## src/rtl/rme_pkg.sv

```systemverilog
// ----------------------------------------------------------------------------
// rme_pkg
// Types, constants and the arctangent table shared by the rotation matrix to
// Euler angle pipeline.
// ----------------------------------------------------------------------------
package rme_pkg;

	localparam int SQRT_STEPS = 16;
	localparam int TOL_W      = 11;
	localparam int XY_W       = 34;
	localparam int Z_W        = 35;

	localparam logic signed [16:0] ONE_Q14     = 17'sd16384;
	localparam logic signed [15:0] PI_Q13      = 16'sd25736;
	localparam logic signed [15:0] HALF_PI_Q13 = 16'sd12868;
	localparam logic signed [Z_W-1:0] PI_Q30   = 35'sd3373259426;

	localparam logic [1:0] CASE_LOCK_NEG = 2'd0;
	localparam logic [1:0] CASE_LOCK_POS = 2'd1;
	localparam logic [1:0] CASE_GENERAL  = 2'd2;

	typedef struct packed {
		logic signed [15:0] m00;
		logic signed [15:0] m01;
		logic signed [15:0] m02;
		logic signed [15:0] m10;
		logic signed [15:0] m12;
		logic signed [15:0] m20;
		logic signed [15:0] m22;
	} in_t;

	typedef struct packed {
		logic signed [16:0] angle_x;
		logic signed [15:0] angle_y;
		logic signed [15:0] angle_z;
		logic [1:0]         solution_case;
	} out_t;

	// Operands for the four lanes that do not depend on the square root.
	typedef struct packed {
		logic signed [16:0] y1;
		logic signed [16:0] x1;
		logic signed [16:0] y2;
		logic signed [16:0] x2;
		logic signed [16:0] y3;
		logic signed [16:0] x3;
		logic signed [16:0] y4;
		logic signed [16:0] x4;
		logic signed [16:0] s;
		logic [1:0]         sol_case;
	} mid_t;

	typedef struct packed {
		logic [31:0] v;
		logic [31:0] r;
	} sq_t;

	typedef struct packed {
		logic signed [XY_W-1:0] x;
		logic signed [XY_W-1:0] y;
		logic signed [Z_W-1:0]  z;
		logic                   zero;
		logic                   neg;
	} cordic_t;

	function automatic logic [30:0] atan_tab(input int idx);
		logic [30:0] t;
		case (idx)
			0: t = 31'd843314856;
			1: t = 31'd497837829;
			2: t = 31'd263043836;
			3: t = 31'd133525158;
			4: t = 31'd67021686;
			5: t = 31'd33543515;
			6: t = 31'd16775850;
			7: t = 31'd8388437;
			8: t = 31'd4194282;
			9: t = 31'd2097149;
			10: t = 31'd1048575;
			11: t = 31'd524287;
			12: t = 31'd262143;
			13: t = 31'd131071;
			14: t = 31'd65535;
			15: t = 31'd32767;
			16: t = 31'd16383;
			17: t = 31'd8191;
			18: t = 31'd4095;
			19: t = 31'd2047;
			20: t = 31'd1023;
			21: t = 31'd511;
			22: t = 31'd255;
			23: t = 31'd127;
			default: t = 31'd0;
		endcase
		return t;
	endfunction

endpackage

```

## src/rtl/rme_sqrt_cell.sv

```systemverilog
// ----------------------------------------------------------------------------
// rme_sqrt_cell
// One restoring step of the integer square root; the cells form a chain.
// ----------------------------------------------------------------------------
module rme_sqrt_cell #(
	parameter int IDX = 0
) (
	input  logic         clk,
	input  logic         en,
	input  rme_pkg::sq_t d,
	output rme_pkg::sq_t q
);
	localparam logic [31:0] BIT = 32'd1 << (30 - 2 * IDX);

	logic [31:0] trial;

	assign trial = d.r + BIT;

	always_ff @(posedge clk) begin
		if (en) begin
			if (d.v >= trial) begin
				q.v <= d.v - trial;
				q.r <= (d.r >> 1) + BIT;
			end else begin
				q.v <= d.v;
				q.r <= d.r >> 1;
			end
		end
	end
endmodule

```

## config.mk

```make
export PLATFORM = sky130hd
export DESIGN_NAME = rme_sqrt_cell
export DESIGN_NICKNAME = d
export VERILOG_FILES = /design/src/rtl/rme_pkg.sv /design/src/rtl/rme_sqrt_cell.sv
export SDC_FILE = /design/constraint.sdc
export NUM_CORES = 1
export LEC_CHECK = 0
export ABC_AREA = 1
export BUFFER_PORTS_ARGS = -buffer_cell sky130_fd_sc_hd__buf_2
export CAP_MARGIN = 20
export CORE_MARGIN = 10
export CORE_UTILIZATION = 25
export CTS_CLUSTER_SIZE = 28
export DETAILED_ROUTE_END_ITERATION = 8
export PLACE_DENSITY = 0.41
export RECOVER_POWER = 100
export SLEW_MARGIN = 20
export SYNTH_ARGS = -nofsm -noshare
export SYNTH_HDL_FRONTEND = slang
export SYNTH_SLANG_ARGS = --single-unit
export TNS_END_PERCENT = 10
```

## constraint.sdc

```tcl
create_clock -name clk -period 3 [get_ports clk]
set_clock_uncertainty 0.15 [all_clocks]
set_input_delay 0.15 -clock clk [delete_from_list [all_inputs] [get_ports clk]]
set_output_delay 0.15 -clock clk [all_outputs]
set_load 0.02 [all_outputs]
```

Word-level counts from Yosys, hierarchy flattened
Index checks and enable logic that the tools add are counted.
- register bits after elaboration: 64
- input port bits: 66
- word-level logic and storage cells: 8
- add/subtract/negate cells: 3
- magnitude comparators: 1
- muxes and demuxes: 1
- operators with widths (kind ; number):
    $mux 64 ; 1
    $add 31x31->32 const B ; 1
    $add 32x31->32 const B ; 1
    $ge 32x32->1 ; 1
    $sub 32x32->32 ; 1

Logic depth before layout (Yosys ltp)
- word-level depth: 3
- gate-level depth with buffers: 16

Least setup slack after synthesis
No wires, ideal clock.
- kind: input -> register
- start: input d[32] in the netlist's numbering
- end: register q[40] in the netlist's numbering (data pin)
- arrival: 1701 ps
- data required time: 2598 ps
- slack: 897 ps
- stages: 16
- path buffers: 1
- path through: inv_1 > ha_1 > fa_1 > inv_1 > nand2_1 > nand2_1 > nand3_1 > nand2_2 > nand2_1 > nand3_2 > nand2_2 > nand2_8 > inv_6 > buf_6 > nand2_2 > nand2_1
- word-level cells in the longest chain between the ends: 2
- elaborated cells between the ends (all ways): 3
- classes of those cells: add/sub (1); order compare (1); mux (1)
- RTL lines (item ; line ; RTL):
    from (decl) ; rme_sqrt_cell.sv:10 ; input rme_pkg::sq_t d,
    $sub 32x32->32 / $ge 32x32->1 (equally long branches) ; rme_sqrt_cell.sv:22, rme_sqrt_cell.sv:21 ;
    $mux 64 * ; rme_sqrt_cell.sv:21 ; if (d.v >= trial) begin
    to (decl) ; rme_sqrt_cell.sv:11 ; output rme_pkg::sq_t q
Every way passes the cells marked *; elsewhere a longest branch is shown, timed or not.
A chain may end at the register's enable or synchronous reset.

Worst setup path after layout
- start: input d[1] in the netlist's numbering
- end: register q[51] in the netlist's numbering (data pin)
- word-level cells in the longest chain between the ends: 3
- elaborated cells between the ends (all ways): 4
- classes of those cells: add/sub (2); order compare (1); mux (1)
- RTL lines (item ; line ; RTL):
    $add 32x31->32 * ; rme_sqrt_cell.sv:17 ; assign trial = d.r + BIT;
    $sub 32x32->32 / $ge 32x32->1 (equally long branches) ; rme_sqrt_cell.sv:22, rme_sqrt_cell.sv:21 ;
    $mux 64 * ; rme_sqrt_cell.sv:21 ;
Marked as above.

==> results.toml <==
[floorplan]
fp.dieW_um = 162.6
start_util_pct = 25.30
boundaryPins = 130
core-area_um2 = 20100
die_height_um = 162.6
dieArea_um2 = 26450
row_count = 52

[placed_design]
portBuffers = 129
hpwl_um = 13060
dp_slack_ns = 0.3718
post_dp_cell_area_um2 = 6005
gp_congestion = 0.8850

[worst_setup_path]
required_ns = 2.94
startpoint_type = "input pin"
cpMostUsedCell = "nand2_1"
worst-setup-path-type = "in -> reg"
max_stage_delay_ns = 0.53
crit_buf_inv = 4
crit_arrival_ns = 2.64
cp-end-kind = "flop"
crit_path_max_fanout = 36
crit_family = "simple AND/OR/NAND/NOR gates"
worst_path_max_delay_cell = "dlygate4sd3_1"
path_cells = "dlygate4sd3_1 -> clkbuf_1 -> fa_1 -> inv_1 -> nand2_1 -> nand2_1 -> nand3_1 -> nand2_1 -> nand2_1 -> nand3_1 -> nand2_2 -> nand2_8 -> inv_6 -> nand2_1 -> nand2_1"

[synthesis]
synth_edf_count = 64
post-synth-top-count-cell = "nand2_1"
synth_top_flop_cell = "edfxtp_1"
yosys-top-cells-count = "299 x nand2_1, 157 x inv_1, 64 x edfxtp_1"
synth-seq-area-share_pct = 37.79
synth.distinct_cells = 31
synth_top_area_share_pct = 37.79
synth-seq-cells = 64
netlist_instances = 726
ys_warn_count = 0
async_flop_share_pct = 0
synth_fp_nets = 825
yosys-top-cells-area = "edfxtp_1 38%, nand2_1 22%, inv_1 12%"
avgSynthCellArea_um2 = 7.006
syn_area_um2 = 5086
yosys.area.top_type = "edfxtp_1"

[cells_and_area]
syn2layout_area_growth_pct = 32.89
regMostFlops = "q"
filler_cell_count = 2276
drive_gt1_share_pct = 8.324
largest_reg_flops = 64
top_regs = "q: 64 flops"
postLayoutCellArea_um2 = 6759
diodes = 0
nets = 1020

[pwr]
power_density_nw_per_um2 = 474.3
p_leak_nw = 3.482
irDropWorstVdd_uv = 269.3

[global_routing]
grt_pass1_wl_um = 26260
antenna_found_initial = 0
grt_pass1_vias = 5074
grt.total_usage_pct = 12.57
grt_max_degree = 65
grt-ovfl-total = 0

[sta]
holdWs_ns = 0.02048
setup-violations-final = 0
rsz0062_at_grt = "no"
tightest_slew_ns = 1.739
finalMaxSlewViolations = 65
min_period_ns = 2.698
finalHoldViolations = 0
tns_ns = 0
setup_slack_ns = 0.3024
fin_crit_sh_pct = 89.92
max-slew-margin-rel_pct = -15.96
fmaxAchievable_ghz = 0.3707

[drt]
drt_iter0_drc = 237
vias = 4886
vias_per_cell = 4.089
antenna_left = 0
drt-total-wl_um = 16400
dr.pass1.iters = 5
drc_errors = 0
detail_route.wl_per_cell_um = 13.72

[clock_network]
ctsHoldBuffers = 61
cts_made_buffers = 9
cts-resized-gates = 0
cts_tree = "built"
clk_pin_slew_worst_paths_ns = 0.05
htree_num_levels = 3
cts_root_buffer = "clkbuf_16"
clock_path_buffers = 2
cts_num_sinks = 64
postCtsSetupBuffers = 0

[run_status]
violations = "capacitance limit, slew limit"
status = "finished with violations"

[flow_run]
maxCapViolations = 1

[min_path]
hold_path.class = "in -> reg"
-- tightest hold or removal path, cell delays in order --
cell and delay, ns:
buf_2 0.07, inv_1 0.04, o21ai_0 0.14
-- routing by layer --
layer  global-route usage, %  share of wire (%)
met1                   16.23                 49
met2                   19.93                 44
met3                   3.084                5.3
met5                       0                  0
met4                   4.631                1.7
-- path summary, 6_finish.rpt --
kind | to | from | depth (start not counted) | slack (ns)
min | q[32] | d[32] | 3 | 0.02
max | q[51] | d[1] | 15 | 0.30
-- logic make-up after synthesis --
kind of cell	Yosys count	share of synthesized area (%)
AOI/OAI and AO/OA	26	2.952
xor gates and xnor gates	15	2.583
adders and majority gates	33	8.266
buffers and inverters	165	13.16
DFF	64	37.79
and+or+nand+nor	423	35.25
-- power breakdown --
group | leakage [nW] | internal, mW | total [mW] | switching (mW)
logic | 2.72 | 0.334 | 1.02 | 0.685
clock network | 0.133 | 0.635 | 1.04 | 0.401
registers | 0.625 | 1.12 | 1.15 | 0.0266
-- final cells by class --
| cell class | count | area (um2) | share of cell area, % |
|---|---|---|---|
| well taps | 270 | 337.8 | 4.998 |
| clock inverters | 4 | 46.29 | 0.6849 |
| repair buffers | 190 | 1149 | 16.99 |
| clock buffers | 11 | 232.7 | 3.443 |
| flip-flops and latches | 64 | 1922 | 28.43 |
| multi-input cells | 497 | 2470 | 36.54 |
| inverters | 159 | 601.8 | 8.904 |
-- cells in the final DEF (no fill, tap or decap), types with 2 or more instances in the layout --
cell type / synthesis / layout
a21oi_1: 16 / 16
buf_2: 0 / 42
clkbuf_16: 0 / 9
inv_1: 157 / 157
dlygate4sd3_1: 0 / 61
nand3b_1: 3 / 3
a21oi_2: 2 / 2
nor3_1: 5 / 5
nand3_1: 44 / 45
nor2_2: 4 / 4
ha_1: 32 / 32
and2_1: 2 / 2
nand4_1: 7 / 7
o21bai_1: 3 / 3
nor2_1: 36 / 36
nor2_4: 3 / 3
nand2_1: 299 / 307
nand2_2: 14 / 6
xor2_1: 13 / 13
clkbuf_1: 0 / 88
edfxtp_1: 64 / 64
o21ai_0: 2 / 2
xnor2_1: 2 / 2
-- stage by stage --
stage                     utilization [%]  total power [mW]  instances
after global placement              29.87             2.178       1119
after global routing                33.62             3.428       1195
final                               33.62             3.206       1195
after CTS                           34.29             3.308       1195
after detailed placement            29.87             2.181       1119
after floorplan                         -             1.855        726
Power figures use the tool's default switching activity.
